### config.mk
export PLATFORM = sky130hd
export DESIGN_NAME = mtoc_ctrl
export DESIGN_NICKNAME = d
export VERILOG_FILES = /design/src/sv/assert_macros.svh /design/src/sv/mtoc_pkg.sv /design/src/sv/mtoc_ctrl.sv
export SDC_FILE = /design/constraint.sdc
export NUM_CORES = 1
export LEC_CHECK = 0
export BUFFER_PORTS_ARGS = -buffer_cell sky130_fd_sc_hd__buf_2
export CAP_MARGIN = 20
export CORE_AREA = 5 5 42 44
export DETAILED_ROUTE_END_ITERATION = 12
export DIE_AREA = 0 0 47 49
export PLACE_DENSITY = 0.69
export SLEW_MARGIN = 30
export SYNTH_ARGS = -nofsm -noshare
export SYNTH_HDL_FRONTEND = slang
export SYNTH_SLANG_ARGS = --single-unit
### constraint.sdc
create_clock -name clock -period 1.38 [get_ports clock]
set_clock_uncertainty 0.05 [all_clocks]
set_input_delay 0.138 -clock clock [delete_from_list [all_inputs] [get_ports clock]]
set_output_delay 0.138 -clock clock [all_outputs]
set_load 0.02 [all_outputs]
### src/sv/assert_macros.svh
// Assertion macros for the RTL; only mtoc_dp.sv includes them.
`ifndef ASSERT_MACROS_SVH
`define ASSERT_MACROS_SVH
`ifndef SYNTHESIS
`define ASSERT_SYNC(label, clk, rst, prop, msg) \
   label: assert property (@(posedge clk) disable iff (rst) (prop)) else $error(msg);
`define ASSERT_NEXT(label, clk, rst, trig, cons, msg) \
   label: assert property (@(posedge clk) disable iff (rst) (trig) |=> (cons)) else $error(msg);
`else
`define ASSERT_SYNC(label, clk, rst, prop, msg)
`define ASSERT_NEXT(label, clk, rst, trig, cons, msg)
`endif
`endif

### src/sv/mtoc_pkg.sv
// Shared constants and controller/datapath interface types of the tag counter.
package mtoc_pkg;

   localparam int TABLE_ENTRIES_DEF = 32;
   localparam int NAME_BYTES_DEF    = 19;
   localparam int COUNT_BITS_DEF    = 16;

   localparam int NAME_OUT_BITS = 152;
   localparam int LENGTH_BITS   = 5;
   localparam int OCC_BITS      = 16;

   localparam logic [7:0] CHAR_LT    = 8'h3C;
   localparam logic [7:0] CHAR_SLASH = 8'h2F;
   localparam logic [7:0] CHAR_GT    = 8'h3E;
   localparam logic [7:0] CHAR_SPACE = 8'h20;

   typedef struct packed {
      logic byte_en;
      logic idx_clr;
      logic idx_inc;
      logic idx_load_top;
      logic idx_dec;
      logic rd_en;
      logic hit_write;
      logic insert;
      logic cap_entry;
      logic cap_empty;
      logic clear_all;
   } dp_cmd_type;

   typedef struct packed {
      logic name_end;
      logic match;
      logic idx_at_end;
      logic idx_zero;
      logic table_empty;
   } dp_status_type;

endpackage

### src/sv/mtoc_ctrl.sv
// Controller state machine: byte intake, table search sequencing and dump.
module mtoc_ctrl (
   input  logic                    clock,
   input  logic                    reset,
   input  logic                    start,
   input  logic                    end_of_stream,
   input  mtoc_pkg::dp_status_type status,
   output mtoc_pkg::dp_cmd_type    cmd,
   output logic                    busy
);

   typedef enum logic [5:0] {
      ST_IDLE     = 6'b000001,
      ST_SRCH_RD  = 6'b000010,
      ST_SRCH_CMP = 6'b000100,
      ST_DUMP_RD  = 6'b001000,
      ST_DUMP_CAP = 6'b010000,
      ST_CLEAR    = 6'b100000
   } state_type;

   state_type state_ff;
   state_type state_in;

   always_comb begin
      state_in = state_ff;
      cmd      = '0;
      unique case (state_ff)
         ST_IDLE: begin
            if (start) begin
               if (end_of_stream) begin
                  if (status.table_empty) begin
                     cmd.cap_empty = 1'b1;
                     state_in      = ST_CLEAR;
                  end else begin
                     cmd.idx_load_top = 1'b1;
                     state_in         = ST_DUMP_RD;
                  end
               end else begin
                  cmd.byte_en = 1'b1;
                  if (status.name_end) begin
                     cmd.idx_clr = 1'b1;
                     state_in    = ST_SRCH_RD;
                  end
               end
            end
         end
         ST_SRCH_RD: begin
            if (status.idx_at_end) begin
               cmd.insert = 1'b1;
               state_in   = ST_IDLE;
            end else begin
               cmd.rd_en = 1'b1;
               state_in  = ST_SRCH_CMP;
            end
         end
         ST_SRCH_CMP: begin
            if (status.match) begin
               cmd.hit_write = 1'b1;
               state_in      = ST_IDLE;
            end else begin
               cmd.idx_inc = 1'b1;
               state_in    = ST_SRCH_RD;
            end
         end
         ST_DUMP_RD: begin
            cmd.rd_en = 1'b1;
            state_in  = ST_DUMP_CAP;
         end
         ST_DUMP_CAP: begin
            cmd.cap_entry = 1'b1;
            if (status.idx_zero) begin
               state_in = ST_CLEAR;
            end else begin
               cmd.idx_dec = 1'b1;
               state_in    = ST_DUMP_RD;
            end
         end
         ST_CLEAR: begin
            cmd.clear_all = 1'b1;
            state_in      = ST_IDLE;
         end
         default: begin
            state_in = ST_IDLE;
         end
      endcase
   end

   always_ff @(posedge clock) begin
      if (reset) begin
         state_ff <= ST_IDLE;
      end else begin
         state_ff <= state_in;
      end
   end

   assign busy = (state_ff != ST_IDLE);

endmodule

Yosys cells after proc, flatten, opt, wreduce, memory -nomap -nowiden
Index checks and enable logic that the tools add are counted.
- bits in registers: 6
- input port bits: 9
- output and inout port bits: 12
- word-level logic and storage cells: 43
- equal/unequal tests: 9
- multiplexer cells: 32
- reductions and logical operators: 1
- operators by type and width (cell ; number):
    6-bit two-way mux ; 5
    6-bit one-hot mux with 5 select lines ; 1
    1-bit two-way mux ; 20
    2-bit two-way mux ; 4
    6-bit by 1-bit == test with 1-bit output, second input constant ; 1
    6-bit by 2-bit == test with 1-bit output, second input constant ; 1
    6-bit by 3-bit == test with 1-bit output, second input constant ; 1
    6-bit by 4-bit == test with 1-bit output, second input constant ; 1
    6-bit by 5-bit == test with 1-bit output, second input constant ; 1
    6-bit == test, second input constant ; 1
    6-bit by 1-bit != test with 1-bit output, second input constant ; 1
    3-bit two-way mux ; 1
    3-bit != test, second input constant ; 1
    2-bit != test, second input constant ; 1
    1-bit one-hot mux with 2 select lines ; 1
    2-bit AND reduction ; 1

Logic depth before layout (Yosys ltp)
- depth after elaboration: 4
- depth in mapped cells: 6
- depth with buffers taken out: 5

Worst setup path after synthesis
No wires, ideal clock.
- kind: flip-flop to output port
- start point: reg state_ff[1]
- end point: out cmd[9] (netlist bit)
- data arrival time: 1.297 ns
- required time: 1.192 ns
- setup slack: -0.105 ns
- stages on the path, launching flop included: 7
- path buffers: 1
- path through: dfxtp_1 > buf_6 > nor4_4 > and2_4 > inv_2 > nor2_4 > and3_1
- RTL lines (element ; line ; source):
    from (decl) ; mtoc_ctrl.sv:21 ; state_type state_ff;
    from (signal assigned) ; mtoc_ctrl.sv:92 ; state_ff <= state_in;
    to (decl) ; mtoc_ctrl.sv:8 ; output mtoc_pkg::dp_cmd_type cmd,

==> Implementation_results.wiki <==
{| class="wikitable"
! Metric !! Value
|-
| Final period util || 1.207
|-
| Std-Cell Core Area || roughly 1400 um2
|-
| Cell internal power dissipation || between 0.5 and 0.6 mW
|-
| Register with the highest flop count || state_ff
|-
| Hold path cells || 2
|-
| Final period demand of the worst path || 1666 ps
|-
| TritonCTS clock tree || yes
|-
| Synthesized Nets || 64
|-
| Net load switching power || approximately 0.28 mW
|-
| Slew at the pin closest to its max-slew limit || 212.3 ps
|-
| Max Cap Viol || 0
|-
| Count of final hold-check violations || 0
|-
| Global-route wire length before repair || 2111 um
|-
| Minimum setup slack among reg-to-reg paths || ~30 ps
|-
| Cell Rows || 14
|-
| Worst slack after detailed placement || -66.60 ps
|-
| Final weighted congestion in routability-driven placement || 0.7624
|-
| Flop pwr share || 0.270
|-
| Worst Slack Setup Final || -285.9 ps
|-
| Via count of the first global-routing pass || roughly 540
|-
| Count of distinct cell types in the synthesized netlist || 29
|-
| Post-DRT Antenna Nets || 0
|-
| WS Path Type || reg -> out
|-
| Largest vdd supply drop || between 0.6 and 0.7 mV
|-
| RSZ-0062 raised after global routing || yes
|-
| TritonCTS Buffers || 3
|-
| Synthesis Warnings || 0
|-
| Min-Delay Endpoint || state_ff[2]
|-
| Largest register FFs || 6
|-
| Initial DRC Count || 9
|-
| Number of buffers added to fix hold violations after cts || 0
|-
| Total number of vias || 548
|-
| Number of ports placed on the die boundary || 21
|-
| Net switching share of the total power || 0.3508
|-
| Clock insertion delay at the later pin of the skew report || approximately 250 ps
|-
| Reg-to-reg startpoint || state_ff[5]
|-
| Layout filler cell count || roughly 120
|-
| Worst min-delay path category || in -> reg
|-
| Number of vias per cell || about 5.1
|-
| CTS H-tree depth || 1
|-
| Leakage dissipation || ~0.40 nW
|-
| WL final || 1339 um
|-
| Normalized max-slew margin || 0.8574
|-
| Avg WL per Cell || ~13 um
|-
| Outcome || finished with violations
|-
| Remaining Overflow, GRT || 0
|-
| Total negative slack || -1945 ps
|-
| Terminus of the critical flop-to-flop path || state_ff[3]
|-
| CTS Sinks || 6
|-
| Violations in the final reports || setup timing
|-
| Critical path fanouts, max || 3
|-
| Global-route usage over all layers || 0.1283
|-
| R2R depth || 6
|-
| Clock root buffer master || sky130_fd_sc_hd__clkbuf_4
|-
| Clock slew at reported path FFs || 40 ps
|-
| Number of antenna violations at the first check in global routing || 0
|-
| Setup-failing EPs final || 12
|-
| Total DRC errors in the routed layout || 0
|-
| Port Buffer Count || 20
|-
| Slew Limit Fails || 0
|-
| Endpoint class of the critical path || output pin
|-
| HPWL after DPL || 926.2 um
|-
| Synthesized area || between 400 and 500 um2
|-
| Count of state elements after synthesis || 6
|-
| Launch instance of the worst min-delay path || status[2]
|-
| Initial Utilization || 0.3286
|-
| Post-Synthesis Cells || 55
|-
| Clock tree buffer depth || 2
|-
| Clock power share || 0.205
|-
| F_max || approximately 0.60 GHz
|-
| Post-synthesis to final-layout area growth || 87.77%
|-
| Worst EP arrival || between 1000 and 1500 ps
|-
| # diodes || 0
|-
| Final hold slack || around 80 ps
|-
| Maximum number of pins on one net before global-route repair || 9
|-
| Areal power density over the cells || 915.5 nW/um2
|-
| Fraction of power consumed by combinational cells || 0.525
|-
| CP Launch Type || register
|-
| WP data required || around 1200 ps
|-
| Sequential area share after synthesis || 0.2609
|-
| Number of detailed-routing iterations run before antenna repair || 4
|-
| Average instance area after synthesis || 8.372 um2
|-
| DIE AREA || roughly 2300 um2
|-
| Proportion of layout cells with a drive suffix above 1 || 0.7253
|-
| Final nets || 102
|-
| Die Span Y || 49 um
|-
| Top Registers || state_ff: 6 flops
|-
| Die X || about 47 um
|}
-- placed cells by master, fill, tap and decap left out, drive strengths merged --
master  netlist  routed
a21oi         1       1
nor3          3       3
mux2i         1       1
nor2         10      10
inv           2       2
nand3         3       3
nand2         1       1
nor2b         3       3
and3          4       4
nor4          1       1
and2b         1       1
buf           3      36
xor2          1       1
o21a          1       1
and4          1       1
o211ai        1       1
a32oi         1       1
a211oi        1       1
a31o          1       1
and2          4       4
nor3b         1       1
dfxtp         6       6
clkbuf        0       3
o21ba         1       1
o21ai         3       3
-- cell usage after synthesis (all sizes together) --
cell type	number	share of area
o21ba	1	0.022
o21ai	3	0.033
inv	2	0.016
nor2	10	0.098
and2b	1	0.022
nor2b	3	0.041
and3	4	0.054
xor2	1	0.019
nor3	3	0.043
and4	1	0.022
a31o	1	0.019
buf	3	0.073
a21oi	1	0.011
nand2	1	0.0081
o211ai	1	0.016
dfxtp	6	0.26
a32oi	1	0.019
and2	4	0.063
a211oi	1	0.027
nand3	3	0.033
nor3b	1	0.016
o21a	1	0.016
nor4	1	0.046
mux2i	1	0.022
-- layout make-up --
cell class,instances,area [um2],area share
inverter,2,7.507,0.008683
multi-input combinational,44,382.9,0.4428
clock buffer,3,22.52,0.02605
timing repair buffer,36,304.0,0.3517
sequential,6,127.6,0.1476
tap,16,20.02,0.02315
-- layer usage --
layer / vias to the layer above / wire [um] / share of wire / GRT usage
li1: 268 / - / - / -
met1: 249 / 533 / 0.40 / 0.1413
met2: 27 / 684 / 0.51 / 0.2036
met4: 0 / 30 / 0.022 / 0.09677
met5: - / 0 / 0 / 0
met3: 4 / 91 / 0.068 / 0.02583
-- how the worst max path moves through the flow --
stage,to,slack [ps],cells after the start,from
final,cmd[9],-290,6,state_ff[5]
after global routing,cmd[9],-390,6,state_ff[5]
after CTS,cmd[9],-320,6,state_ff[3]
after detailed placement,cmd[9],-70,6,state_ff[5]
after global placement,cmd[9],-50,6,state_ff[5]
after floorplan,cmd[1],-60,5,state_ff[1]
-- worst max-delay path, stage by stage (launching register included) --
cell and delay [ps]:
sky130_fd_sc_hd__dfxtp_2 330, sky130_fd_sc_hd__nor4_4 280, sky130_fd_sc_hd__and2_4 200, sky130_fd_sc_hd__inv_2 50, sky130_fd_sc_hd__nor2_4 80, sky130_fd_sc_hd__and3_4 190, sky130_fd_sc_hd__buf_6 110
-- power groups by stage --
stage	logic, mW	clock network, mW	registers, mW
after floorplan	0.210	0	0.204
after global placement	0.325	0	0.211
after detailed placement	0.327	0	0.212
after CTS	0.379	0.171	0.213
after global routing	0.449	0.183	0.215
final	0.416	0.162	0.214
-- repair_timing --
| item | 4_1_cts | 5_1_grt |
|---|---|---|
| gates resized for setup | 34 | 17 |
| hold endpoints to repair | 0 | 0 |
| buffers inserted | 3 | 3 |
| setup endpoints to repair | 12 | 15 |
| pin swaps | 10 | 8 |
-- through the flow --
| step | instances | cell area [um2] | power (mW) | util |
|---|---|---|---|---|
| after global placement | 98 | 630.6 | 0.5357 | 0.4500 |
| after CTS | 104 | 779.5 | 0.7627 | 0.5563 |
| after floorplan | 55 | 469.2 | 0.4146 | - |
| final | 107 | 864.6 | 0.7915 | 0.6170 |
| after detailed placement | 98 | 630.6 | 0.5395 | 0.4500 |
| after global routing | 107 | 864.6 | 0.8471 | 0.6170 |
-- logic make-up after synthesis --
group,after synthesis,synth area share
xor+xnor,1,0.01903
mux,1,0.02174
compound gates,10,0.1630
buf+inv,5,0.08965
flops,6,0.2609
simple gates,32,0.4456
Power figures use the tool's default switching activity.
